--- config.mk ---
export PLATFORM = sky130hd
export DESIGN_NAME = json_string_unescaper
export DESIGN_NICKNAME = d
export VERILOG_FILES = /design/src/sv/jsu_pkg.sv /design/src/sv/json_string_unescaper.sv
export SDC_FILE = /design/constraint.sdc
export NUM_CORES = 1
export LEC_CHECK = 0
export BUFFER_PORTS_ARGS = -buffer_cell sky130_fd_sc_hd__buf_2
export CAP_MARGIN = 0
export CELL_PAD_IN_SITES_DETAIL_PLACEMENT = 0
export CELL_PAD_IN_SITES_GLOBAL_PLACEMENT = 1
export CORE_UTILIZATION = 45
export DETAILED_ROUTE_END_ITERATION = 8
export HOLD_SLACK_MARGIN = 0.02
export PLACE_DENSITY_LB_ADDON = 0.1
export SKIP_LAST_GASP = 1
export SYNTH_ARGS = -nofsm -noshare
export SYNTH_HDL_FRONTEND = slang
export SYNTH_SLANG_ARGS = --single-unit
--- constraint.sdc ---
create_clock -name clk -period 3.5 [get_ports clk]
set_input_delay 0.7 -clock clk [delete_from_list [all_inputs] [get_ports clk]]
set_output_delay 0.7 -clock clk [all_outputs]
set_load 0.01 [all_outputs]
--- src/sv/jsu_pkg.sv ---
// shared constants, status codes and helpers for the json string unescaper
// no dependencies
package jsu_pkg;

    // field widths
    localparam int unsigned BYTE_W   = 8;
    localparam int unsigned STATUS_W = 3;
    localparam int unsigned POS_W    = 24;
    localparam int unsigned CP_W     = 16;
    localparam int unsigned OUT_DATA_W = 40;

    localparam logic [POS_W-1:0] POS_MAX = {POS_W{1'b1}};

    // status codes
    localparam logic [STATUS_W-1:0] ST_BUSY  = 3'd0;
    localparam logic [STATUS_W-1:0] ST_DONE  = 3'd1;
    localparam logic [STATUS_W-1:0] ST_END   = 3'd2;
    localparam logic [STATUS_W-1:0] ST_TOKEN = 3'd3;
    localparam logic [STATUS_W-1:0] ST_CTRL  = 3'd4;
    localparam logic [STATUS_W-1:0] ST_UNI   = 3'd5;

    // characters
    localparam logic [7:0] CH_QUOTE  = 8'h22;
    localparam logic [7:0] CH_BSLASH = 8'h5C;
    localparam logic [7:0] CH_SLASH  = 8'h2F;
    localparam logic [7:0] CH_B      = 8'h62;
    localparam logic [7:0] CH_F      = 8'h66;
    localparam logic [7:0] CH_N      = 8'h6E;
    localparam logic [7:0] CH_R      = 8'h72;
    localparam logic [7:0] CH_T      = 8'h74;
    localparam logic [7:0] CH_U      = 8'h75;
    localparam logic [7:0] CTRL_LAST = 8'd31;
    localparam logic [7:0] CH_BS_OUT = 8'h08;
    localparam logic [7:0] CH_FF_OUT = 8'h0C;
    localparam logic [7:0] CH_LF_OUT = 8'h0A;
    localparam logic [7:0] CH_CR_OUT = 8'h0D;
    localparam logic [7:0] CH_HT_OUT = 8'h09;

    // hex digit decode, valid bit in the top position
    function automatic logic [4:0] hex_digit(input logic [7:0] c);
        logic [4:0] r;
        r = 5'd0;
        if (c >= 8'h30 && c <= 8'h39)
            r = {1'b1, c[3:0]};
        else if ((c >= 8'h61 && c <= 8'h66) || (c >= 8'h41 && c <= 8'h46))
            r = {1'b1, c[3:0] + 4'd9};
        return r;
    endfunction

endpackage

--- src/sv/json_string_unescaper.sv ---
// Unescapes a JSON string literal delivered one raw byte per item and emits
// the decoded content bytes. Depends on jsu_pkg.
//
// One input item is taken per clock cycle while the result buffer has room.
// Each item is decoded in a single pass straight into a small result buffer
// of up to three entries, which drives the output stream from the cycle after
// the item is accepted. Items that give one result keep a rate of one item per
// cycle while the output side is ready; the final hex digit of a \uXXXX escape
// gives two or three UTF-8 bytes, and the input then waits while the buffer
// drains, one result per cycle while the output side is ready. Every input item
// gives at least one result; only the last result of an item has tlast set, and
// only it carries status and error position. Status and error position are zero
// on every other result, and out_byte is zero when tuser (has_byte) is low.
module json_string_unescaper
    import jsu_pkg::*;
(
    input  logic                  clk,
    input  logic                  rst_n,
    input  logic                  s_axis_tvalid,
    output logic                  s_axis_tready,
    input  logic [7:0]            s_axis_tdata,   // [7:0] data_byte
    input  logic                  s_axis_tuser,   // [0] input_ended
    output logic                  m_axis_tvalid,
    input  logic                  m_axis_tready,
    output logic [OUT_DATA_W-1:0] m_axis_tdata,   // [7:0] out_byte, [10:8] status,
                                                  // [34:11] error_position, rest zero
    output logic                  m_axis_tuser,   // [0] has_byte
    output logic                  m_axis_tlast    // last_of_run
);

    typedef enum logic [1:0] {
        PH_IDLE,
        PH_TEXT,
        PH_ESC,
        PH_HEX
    } phase_t;

    // parser state
    phase_t            phase_reg, phase_next;
    logic [CP_W-1:0]   hex_val_reg, hex_val_next;
    logic [1:0]        hex_cnt_reg, hex_cnt_next;
    logic [POS_W-1:0]  pos_reg, pos_next;

    // result buffer
    logic [BYTE_W-1:0]   res_byte_reg [3];
    logic [1:0]          res_cnt_reg;
    logic                res_has_reg;
    logic [STATUS_W-1:0] res_status_reg;
    logic [POS_W-1:0]    res_pos_reg;

    // results computed for the incoming item
    logic [1:0]          r_cnt;
    logic [BYTE_W-1:0]   r_byte [3];
    logic                r_has;
    logic [STATUS_W-1:0] r_status;
    logic [POS_W-1:0]    r_pos;

    logic [BYTE_W-1:0] c;
    logic              ended;
    logic [POS_W-1:0]  pos_inc;
    logic [4:0]        dig;
    logic [CP_W-1:0]   cp;
    logic [BYTE_W-1:0] esc_val;
    logic              esc_ok;
    logic              in_acc;
    logic              out_acc;

    assign c     = s_axis_tdata;
    assign ended = s_axis_tuser;

    // handshakes
    assign s_axis_tready = (res_cnt_reg == 2'd0) || (res_cnt_reg == 2'd1 && m_axis_tready);
    assign in_acc        = s_axis_tvalid && s_axis_tready;
    assign out_acc       = m_axis_tvalid && m_axis_tready;

    assign pos_inc = (pos_reg == POS_MAX) ? POS_MAX : pos_reg + POS_W'(1);
    assign dig     = hex_digit(c);
    assign cp      = {hex_val_reg[CP_W-5:0], dig[3:0]};

    // simple escape letters
    always_comb
    begin
        esc_ok  = 1'b1;
        esc_val = c;
        unique case (c)
            CH_QUOTE, CH_BSLASH, CH_SLASH: esc_val = c;
            CH_B:    esc_val = CH_BS_OUT;
            CH_F:    esc_val = CH_FF_OUT;
            CH_N:    esc_val = CH_LF_OUT;
            CH_R:    esc_val = CH_CR_OUT;
            CH_T:    esc_val = CH_HT_OUT;
            default: esc_ok  = 1'b0;
        endcase
    end

    // decode of one item
    always_comb
    begin
        phase_next   = phase_reg;
        hex_val_next = hex_val_reg;
        hex_cnt_next = hex_cnt_reg;
        pos_next     = pos_reg;
        r_cnt        = 2'd1;
        r_byte[0]    = '0;
        r_byte[1]    = '0;
        r_byte[2]    = '0;
        r_has        = 1'b0;
        r_status     = ST_BUSY;
        r_pos        = '0;

        if (ended)
        begin
            r_status = ST_END;
            r_pos    = (phase_reg == PH_IDLE) ? '0 : pos_reg;
        end
        else
        begin
            unique case (phase_reg)
                PH_IDLE:
                begin
                    if (c != CH_QUOTE)
                        r_status = ST_TOKEN;
                    else
                    begin
                        phase_next = PH_TEXT;
                        pos_next   = POS_W'(1);
                    end
                end
                PH_TEXT:
                begin
                    if (c == CH_QUOTE)
                        r_status = ST_DONE;
                    else if (c <= CTRL_LAST)
                    begin
                        r_status = ST_CTRL;
                        r_pos    = pos_reg;
                    end
                    else
                    begin
                        pos_next = pos_inc;
                        if (c == CH_BSLASH)
                            phase_next = PH_ESC;
                        else
                        begin
                            r_has     = 1'b1;
                            r_byte[0] = c;
                        end
                    end
                end
                PH_ESC:
                begin
                    if (c == CH_U)
                    begin
                        phase_next   = PH_HEX;
                        hex_val_next = '0;
                        hex_cnt_next = '0;
                        pos_next     = pos_inc;
                    end
                    else if (esc_ok)
                    begin
                        phase_next = PH_TEXT;
                        pos_next   = pos_inc;
                        r_has      = 1'b1;
                        r_byte[0]  = esc_val;
                    end
                    else
                    begin
                        r_status = ST_TOKEN;
                        r_pos    = pos_reg;
                    end
                end
                PH_HEX:
                begin
                    if (!dig[4])
                    begin
                        r_status = ST_TOKEN;
                        r_pos    = pos_reg;
                    end
                    else if (hex_cnt_reg != 2'd3)
                    begin
                        hex_val_next = cp;
                        hex_cnt_next = hex_cnt_reg + 2'd1;
                        pos_next     = pos_inc;
                    end
                    else if (cp[15:11] == 5'b11011)
                    begin
                        // surrogate range, reported at the 'u'
                        r_status = ST_UNI;
                        r_pos    = (pos_reg == POS_MAX) ? POS_MAX : pos_reg - POS_W'(4);
                    end
                    else
                    begin
                        phase_next   = PH_TEXT;
                        hex_val_next = '0;
                        hex_cnt_next = '0;
                        pos_next     = pos_inc;
                        r_has        = 1'b1;
                        // utf-8 encoding
                        if (cp < 16'h0080)
                            r_byte[0] = cp[7:0];
                        else if (cp < 16'h0800)
                        begin
                            r_cnt     = 2'd2;
                            r_byte[0] = {3'b110, cp[10:6]};
                            r_byte[1] = {2'b10, cp[5:0]};
                        end
                        else
                        begin
                            r_cnt     = 2'd3;
                            r_byte[0] = {4'b1110, cp[15:12]};
                            r_byte[1] = {2'b10, cp[11:6]};
                            r_byte[2] = {2'b10, cp[5:0]};
                        end
                    end
                end
            endcase
        end

        // any final status returns to idle
        if (r_status != ST_BUSY)
        begin
            phase_next   = PH_IDLE;
            hex_val_next = '0;
            hex_cnt_next = '0;
            pos_next     = '0;
        end
    end

    // parser state and result buffer
    always_ff @(posedge clk or negedge rst_n)
    begin
        if (!rst_n)
        begin
            phase_reg      <= PH_IDLE;
            hex_val_reg    <= '0;
            hex_cnt_reg    <= '0;
            pos_reg        <= '0;
            res_cnt_reg    <= '0;
            res_has_reg    <= 1'b0;
            res_status_reg <= ST_BUSY;
            res_pos_reg    <= '0;
            res_byte_reg[0] <= '0;
            res_byte_reg[1] <= '0;
            res_byte_reg[2] <= '0;
        end
        else
        begin
            if (in_acc)
            begin
                phase_reg       <= phase_next;
                hex_val_reg     <= hex_val_next;
                hex_cnt_reg     <= hex_cnt_next;
                pos_reg         <= pos_next;
                res_cnt_reg     <= r_cnt;
                res_has_reg     <= r_has;
                res_status_reg  <= r_status;
                res_pos_reg     <= r_pos;
                res_byte_reg[0] <= r_byte[0];
                res_byte_reg[1] <= r_byte[1];
                res_byte_reg[2] <= r_byte[2];
            end
            else if (out_acc)
            begin
                // drain one result
                res_cnt_reg     <= res_cnt_reg - 2'd1;
                res_byte_reg[0] <= res_byte_reg[1];
                res_byte_reg[1] <= res_byte_reg[2];
                res_byte_reg[2] <= '0;
            end
        end
    end

    // output stream
    assign m_axis_tvalid = (res_cnt_reg != 2'd0);
    assign m_axis_tlast  = (res_cnt_reg == 2'd1);
    assign m_axis_tuser  = res_has_reg;
    assign m_axis_tdata  = {5'd0,
                            m_axis_tlast ? res_pos_reg : {POS_W{1'b0}},
                            m_axis_tlast ? res_status_reg : ST_BUSY,
                            res_byte_reg[0]};

endmodule

# Word level (Yosys, flattened, before mapping)
# Index checks and enable logic that the tools add are counted.
# word_totals
regBits	94
in_bits	13
out_inout_bits	44
wordCells	172
# classes
addsub	5
order_cmp	9
eq_ne	28
n_mux	101
n_reduce_logical	18
# op_table
op	n
two-way mux 24 bit	28
case mux 24 bit (4 select lines)	1
two-way mux 12 bit	6
case mux 24 bit (3 select lines)	1
== test 8 x 7 -> 1 bit (second input constant)	7
two-way mux 2 bit	28
two-way mux 8 bit	7
case mux 8 bit (5 select lines)	1
two-way mux 16 bit	2
adder 24 x 1 -> 24 bit (second input constant)	1
== test 24 bit (second input constant)	1
case mux 12 bit (2 select lines)	1
case mux 8 bit (3 select lines)	1
subtractor 24 x 3 -> 24 bit (second input constant)	1
two-way mux 3 bit	7
!= test 3 bit (second input constant)	7
== test 8 x 6 -> 1 bit (second input constant)	2
greater-or-equal comparator 8 x 7 -> 1 bit (second input constant)	2
<= comparator 8 x 7 -> 1 bit (second input constant)	2
less-than comparator 16 x 12 -> 1 bit (second input constant)	1
less-than comparator 16 x 8 -> 1 bit (second input constant)	1
two-way mux 14 bit	1
case mux 3 bit (4 select lines)	1
two-way mux 1 bit	11
27 further kinds	40

# Depth between registers and ports, before layout
# Gate-level depths: netlist (run 1).
# depth
depth_word	14
ltp_mapped	12
mapped_depth_nobuf	10

# Worst setup path before layout (run 1)
# No wires, ideal clock.
# synth_timing
kind	input-to-reg
startpoint	input s_axis_tdata[1]
endpoint	register hex_val_reg[1]
setup_time_ps	66
arrival_time_ps	3111
required_time_ps	3434
setup_slack_ps	323
path_stages	12
path_buffers	2
cell_sequence	inv_1 > ha_1 > nor3b_1 > or4_1 > buf_2 > nand3_4 > nor3b_4 > a21boi_2 > or4_4 > nor3_4 > buf_6 > a22o_1
# synth_via
elab_chain_cells	11
elab_cells_between_ends	46
cone_classes	add/sub (1); order compare (7); eq/ne (14); mux (16); reduce/logical (8)
# synth_rtl
element	line_no	text
start, declared	json_string_unescaper.sv:21	input logic [7:0] s_axis_tdata,
greater-or-equal comparator 8 x 7 -> 1 bit / <= comparator 8 x 7 -> 1 bit (equally long branches)	jsu_pkg.sv:45	else if ((c >= 8'h61 && c <= 8'h66) || (c >= 8'h41 && c <= 8'h46))
logical AND 1 bit	jsu_pkg.sv:45	
logical OR 1 bit	jsu_pkg.sv:45	
two-way mux 5 bit	jsu_pkg.sv:45	
two-way mux 5 bit	jsu_pkg.sv:43	if (c >= 8'h30 && c <= 8'h39)
two-way mux 3 bit	json_string_unescaper.sv:174	if (!dig[4])
case mux 3 bit (4 select lines)	json_string_unescaper.sv:118	unique case (phase_reg)
two-way mux 3 bit	json_string_unescaper.sv:111	if (ended)
nonzero test 3 bit	json_string_unescaper.sv:220	if (r_status != ST_BUSY)
!= test 4 bit (no source line) (tied with other cells)	-	
AND reduction 6 bit (no source line)	-	
end signal, assigned	json_string_unescaper.sv:251	hex_val_reg <= hex_val_next;
end, declared	json_string_unescaper.sv:40	logic [CP_W-1:0] hex_val_reg, hex_val_next;
# Several ways; a longest one is shown, not always the timed one. The select of a mux whose other input is x is not followed.
# A chain may end at the register's enable or synchronous reset.

# Final worst setup path (run 1)
# layout_timing
startpoint	input s_axis_tdata[1]
endpoint	register res_pos_reg[20]
# layout_via
elab_chain_cells	8
elab_cells_between_ends	31
cone_classes	order compare (7); eq/ne (9); mux (10); reduce/logical (5)
# layout_rtl
element	line_no	text
greater-or-equal comparator 8 x 7 -> 1 bit / <= comparator 8 x 7 -> 1 bit (equally long branches)	jsu_pkg.sv:45	
logical AND 1 bit	jsu_pkg.sv:45	
logical OR 1 bit	jsu_pkg.sv:45	
two-way mux 5 bit	jsu_pkg.sv:45	
two-way mux 5 bit	jsu_pkg.sv:43	
two-way mux 24 bit	json_string_unescaper.sv:174	
case mux 24 bit (3 select lines) (*)	json_string_unescaper.sv:118	
two-way mux 24 bit (*)	json_string_unescaper.sv:111	
end signal, assigned	json_string_unescaper.sv:257	res_pos_reg <= r_pos;
end, declared	json_string_unescaper.sv:49	logic [POS_W-1:0] res_pos_reg;
# Mark *: on every way between the ends. The rest lies on a longest branch, timed or not.

==> out/qor.txt, run 1 <==
Pwr dens: 449 mW/mm²
R2R Setup Slk: 370 ps
Clk Latency, worst-skew pair: 360 ps
Diodes inserted: 0
Cts repair resizes: 0
Final #Nets: 816
Port bufs: 51
Period Utilization, post-route: 0.941
Setup TNS: 0 ps
CP Capture Type: flip-flop
Vias in the first global route: 5535
Core ar.: 0.0128 mm²
Setup Viol. Count Final: 0
Avg Vias per Cell: 6.15
Die ar.: 0.0138 mm²
Total track usage: 0.289
HPWL after detailed placement: 13.9 mm
Status: completed
Synth cell types: 73
Routed via count: 5928
Hold Violations, Final: 0
Postcts setup bufs: 0
Critical Path AT: 3520 ps
Logic pwr share: 0.248
Synth Flop Type: dfrtp_1
# IOs: 57
Sw frac: 0.328
Die Y-Extent: 118 µm
Max Slew Vio Count: 0
Drt wl/cell: 20.0 µm
First-pass GRT wire length: 31.4 mm
DRT antenna net count: 0
Most common cell after layout, fill and taps aside: dfrtp_1
Area delta synth->final: 15.8%
Clock slew at reported path FFs: 70 ps
Internal power: 2100 µW
Async S/R FF share, synth: 1.00
Commonest non-fill, non-tap cells in the layout: dfrtp_1 (92), nand2_1 (79), o21ai_0 (78), a21oi_1 (65), nor2_1 (61)
Measured slew at the worst slew-check pin: 902 ps
Iteration-0 DRC Markers: 556
Yosys warning total: 0
Worst EP required: 3730 ps
Post-Synthesis Cells: 727
Total power: 3130 µW
# Max-Cap Violations: 0
Largest net degree at the start of global routing: 70
Peak Freq: 304 MHz
Unrepaired setup endpoints after global routing: false
Total routed wirelength: 19.3 mm
Antenna violations before repair: 0
Metal1 wirelength: 9.76 mm
Final Skew: 8.71 ps
Worst vdd ir: 0.214 mV
Clock share of power: 0.353
DRT Pass-1 Iters: 5
Met3 wire len: 1.50 mm
Finished Cell Area: 0.00697 mm²
Peak fanout along the critical path: 6
DRC errors left: 0
Share of cells above drive strength 1: 0.170
Max-slew headroom: 0.399
Hold Buf Count CTS: 0
Row count: 41
CTS tree: built
H-tree levels: 3
Seq. cell area: 0.00230 mm²
CTS Buf Count: 9
Part of the power in registers: 0.400
Multi-input gate area: 0.00338 mm²
Remaining global-route overflow: 0
Hold WS: 456 ps
Initial Utilization: 0.469
Netlist Area Pre-Place: 0.00602 mm²
Clock sink total: 92
Pleak: 0.00322 µW
Sw power: 1030 µW
Avg Cell Area, Syn: 8.28 µm²
Die Wd: 118 µm
Post-synth EDFFs: 0
CTS root buffer: clkbuf_16
Uppermost layer routed: met4
Number of fill cells: 1276
Setup crit start kind: input port
Final min period: 3290 ps
Metal2 WL: 7.84 mm
Synth Register Bits: 92
Hold crit path type: in -> async
Post-synthesis sequential area ratio: 0.382
Critical path start-end classification: in -> reg
GPL Wtd Cong: 0.941
Placed inst area: 0.00663 mm²
Clock buffer depth: 2
==> synth_stat cells, drive strengths merged, types with 16 or more instances <==
library cell	count	area, µm²
a21oi	66	334
a22o	30	263
and2	30	188
buf	17	124
clkbuf	38	143
dfrtp	92	2300
ha	16	200
inv	26	97.6
nand2	79	297
nand3	17	97.6
nor2	61	229
nor3	21	126
o21ai	81	405
==> layout make-up <==
cell class	instances	share of cell area
clock buffer	9	0.0323
clock inverter	7	0.0153
inverter	26	0.0140
multi-input combinational	558	0.486
sequential	92	0.330
tap	172	0.0309
timing repair buffer	100	0.0916
==> per-layer routing <==
| metal | vias to the layer above | track usage |
|---|---|---|
| met4 | 0 | 0.0705 |
| met3 | 18 | 0.0470 |
| met1 | 2872 | 0.474 |
| met2 | 263 | 0.383 |
| met5 | - | 0 |
| li1 | 2775 | - |
==> worst max-delay path, cell delays in order <==
cell	delay (ps)
buf_2	100
inv_1	120
ha_1	210
nor3b_1	290
or4_1	230
buf_4	180
a21oi_2	120
a21oi_1	510
nand4_1	410
a21o_1	270
a22oi_1	270
o21ai_0	110
==> worst paths after layout <==
path | from | cells after the start | endpoint
max in group asynchronous | rst_n | 2 | hex_val_reg[0]
worst max register to register | pos_reg[0] | 9 | res_pos_reg[18]
min in group clk | res_pos_reg[20] | 2 | res_pos_reg[20]
worst min register to register | res_pos_reg[20] | 2 | res_pos_reg[20]
worst min-delay path | rst_n | 1 | res_byte_reg[7]
worst max-delay path | s_axis_tdata[1] | 12 | res_pos_reg[20]
==> logic make-up after synthesis <==
logic type | after synthesis | share of synthesized area
buffers and inverters | 81 | 0.0605
multiplexers | 3 | 0.00540
flip-flops | 92 | 0.382
AO/OA/AOI/OAI | 263 | 0.287
XOR/XNOR | 2 | 0.00291
other | 1 | 0.000623
AND/OR/NAND/NOR | 269 | 0.228
adder cells (fa/ha/maj) | 16 | 0.0332
==> power by group through the flow <==
stage / Combinational, µW / Clock (µW) / Sequential, µW
finish: 775 / 1100 / 1250
global route: 864 / 1150 / 1270
CTS: 766 / 1110 / 1250
detailed placement: 758 / 0 / 1270
global placement: 737 / 0 / 1270
floorplan: 547 / 0 / 1250
==> through the flow <==
stage                     utilization  setup slack, ps  instances
after floorplan                     -              323        731
after global placement          0.517            -69.2        948
after detailed placement        0.517             -199        948
after CTS                       0.543              110        964
after global routing            0.543             34.4        964
final                           0.543              208        964
(Power assumes the default switching activity.)
==> run 2, diff against run 1 <==
Settings changed: CORE_MARGIN set to 2.
Clock period 3.5 ns to 3.1 ns, I/O delays scaled along.
==> out/qor.txt, run 2 (synthesis gave the netlist of run 1 again) <==
Clock buffer depth: 2
Share of cells above drive strength 1: 0.209
Peak Freq: 338 MHz
Sw frac: 0.345
Setup crit start kind: input port
Routed via count: 6104
Area delta synth->final: 20.6%
CP delay by family, top: compound AO/OA/AOI/OAI gates
Placed inst area: 0.00696 mm²
Core ar.: 0.0131 mm²
Critical path start-end classification: in -> reg
Port bufs: 51
Unrepaired setup endpoints after global routing: false
Largest net degree at the start of global routing: 55
Period Utilization, post-route: 0.955
Total power: 3420 µW
DRC errors left: 0
CTS Buf Count: 9
Final #Nets: 853
Crit path cell chain: buf_2 > inv_1 > ha_1 > nor3b_1 > or4_1 > buf_4 > a21o_1 > a21oi_1 > o41ai_2 > buf_12 > o21bai_1 > a22o_1
Remaining global-route overflow: 0
Part of the power in registers: 0.415
Logic pwr share: 0.258
Sw power: 1180 µW
Die Wd: 120 µm
Avg Vias per Cell: 6.07
Finished Cell Area: 0.00726 mm²
Critical Path AT: 3210 ps
Pleak: 0.00340 µW
CTS tree: built
CP Capture Type: flip-flop
First-pass GRT wire length: 31.3 mm
Drt wl/cell: 19.1 µm
Row count: 42
Worst vdd ir: 0.236 mV
Total routed wirelength: 19.2 mm
Slowest CP cell: or4_1
H-tree levels: 3
DRT Pass-1 Iters: 5
Measured slew at the worst slew-check pin: 799 ps
Peak fanout along the critical path: 22
Worst EP required: 3350 ps
Clock sink total: 92
GPL Wtd Cong: 0.917
HPWL after detailed placement: 14.3 mm
CTS root buffer: clkbuf_16
Antenna violations before repair: 0
CP bufs+invs: 4
Clock share of power: 0.327
Hold Buf Count CTS: 0
Max Slew Vio Count: 0
Internal power: 2240 µW
Final min period: 2960 ps
Iteration-0 DRC Markers: 657
Pwr dens: 470 mW/mm²
Clk Latency, worst-skew pair: 370 ps
Most common cell after layout, fill and taps aside: dfrtp_1
Diodes inserted: 0
DRT antenna net count: 0
Vias in the first global route: 5667
Clock slew at reported path FFs: 80 ps
Status: completed
Hold Violations, Final: 0
# Max-Cap Violations: 0
Max-slew headroom: 0.466
Setup TNS: 0 ps
Final Skew: 10.3 ps
Util after Layout: 0.553
Die Y-Extent: 120 µm
Slowest stage delay, CP: 550 ps
Hold crit path type: in -> async
Total track usage: 0.278
Die ar.: 0.0143 mm²
Commonest non-fill, non-tap cells in the layout: dfrtp_1 (92), buf_4 (82), nand2_1 (79), o21ai_0 (77), a21oi_1 (64)
# IOs: 57
Setup Viol. Count Final: 0
Initial Utilization: 0.458
run 2: cell type report:
| type | count | area (µm²) |
|---|---|---|
| fillers | 1266 | 5870 |
| clock inverters | 7 | 63.8 |
| inverters | 26 | 97.6 |
| clock buffers | 9 | 225 |
| repair buffers | 137 | 966 |
| flip-flops and latches | 92 | 2300 |
| well taps | 176 | 220 |
| multi-input cells | 558 | 3390 |
run 2: path summary, 6_finish.rpt:
check | startpoint | end | slack (ps) | cells past startpoint
worst max-delay path | s_axis_tdata[1] | pos_reg[23] | 140 | 12
worst min-delay path | rst_n | m_axis_tdata[4] | 310 | 1
worst max register to register | pos_reg[2] | res_pos_reg[18] | 200 | 9
worst min register to register | res_pos_reg[3] | res_pos_reg[3] | 480 | 2
max in group asynchronous | rst_n | pos_reg[22] | 2100 | 2
min in group clk | res_pos_reg[3] | res_pos_reg[3] | 480 | 2
run 2: power groups by stage:
stage	registers [µW]	clock network, µW	logic, µW
final	1420	1120	882
after global placement	1430	0	858
after floorplan	1410	0	618
after detailed placement	1440	0	878
after global routing	1440	1180	991
after CTS	1420	1130	887
run 2: metrics by stage:
stage / std cells / hold slack [ps] / setup WS (ps)
3_3_place_gp: 989 / 452 / -351
3_5_place_dp: 989 / 463 / -500
2_1_floorplan: 731 / 324 / 2.69
5_1_grt: 1005 / 364 / 11.4
6_report: 1005 / 308 / 140
4_1_cts: 1005 / 329 / 97.4
run 2: what timing repair did:
action	in CTS	in global routing
buffers inserted	0	0
resized for setup	1	2
endpoints found under the setup margin	14	5
run 2: layer usage:
| layer | GRT usage | up-vias | share of wire |
|---|---|---|---|
| met3 | 0.0437 | 26 | 0.075 |
| met1 | 0.446 | 2965 | 0.50 |
| li1 | - | 2847 | - |
| met4 | 0.0985 | 0 | 0.019 |
| met5 | 0 | - | 0 |
| met2 | 0.372 | 266 | 0.40 |
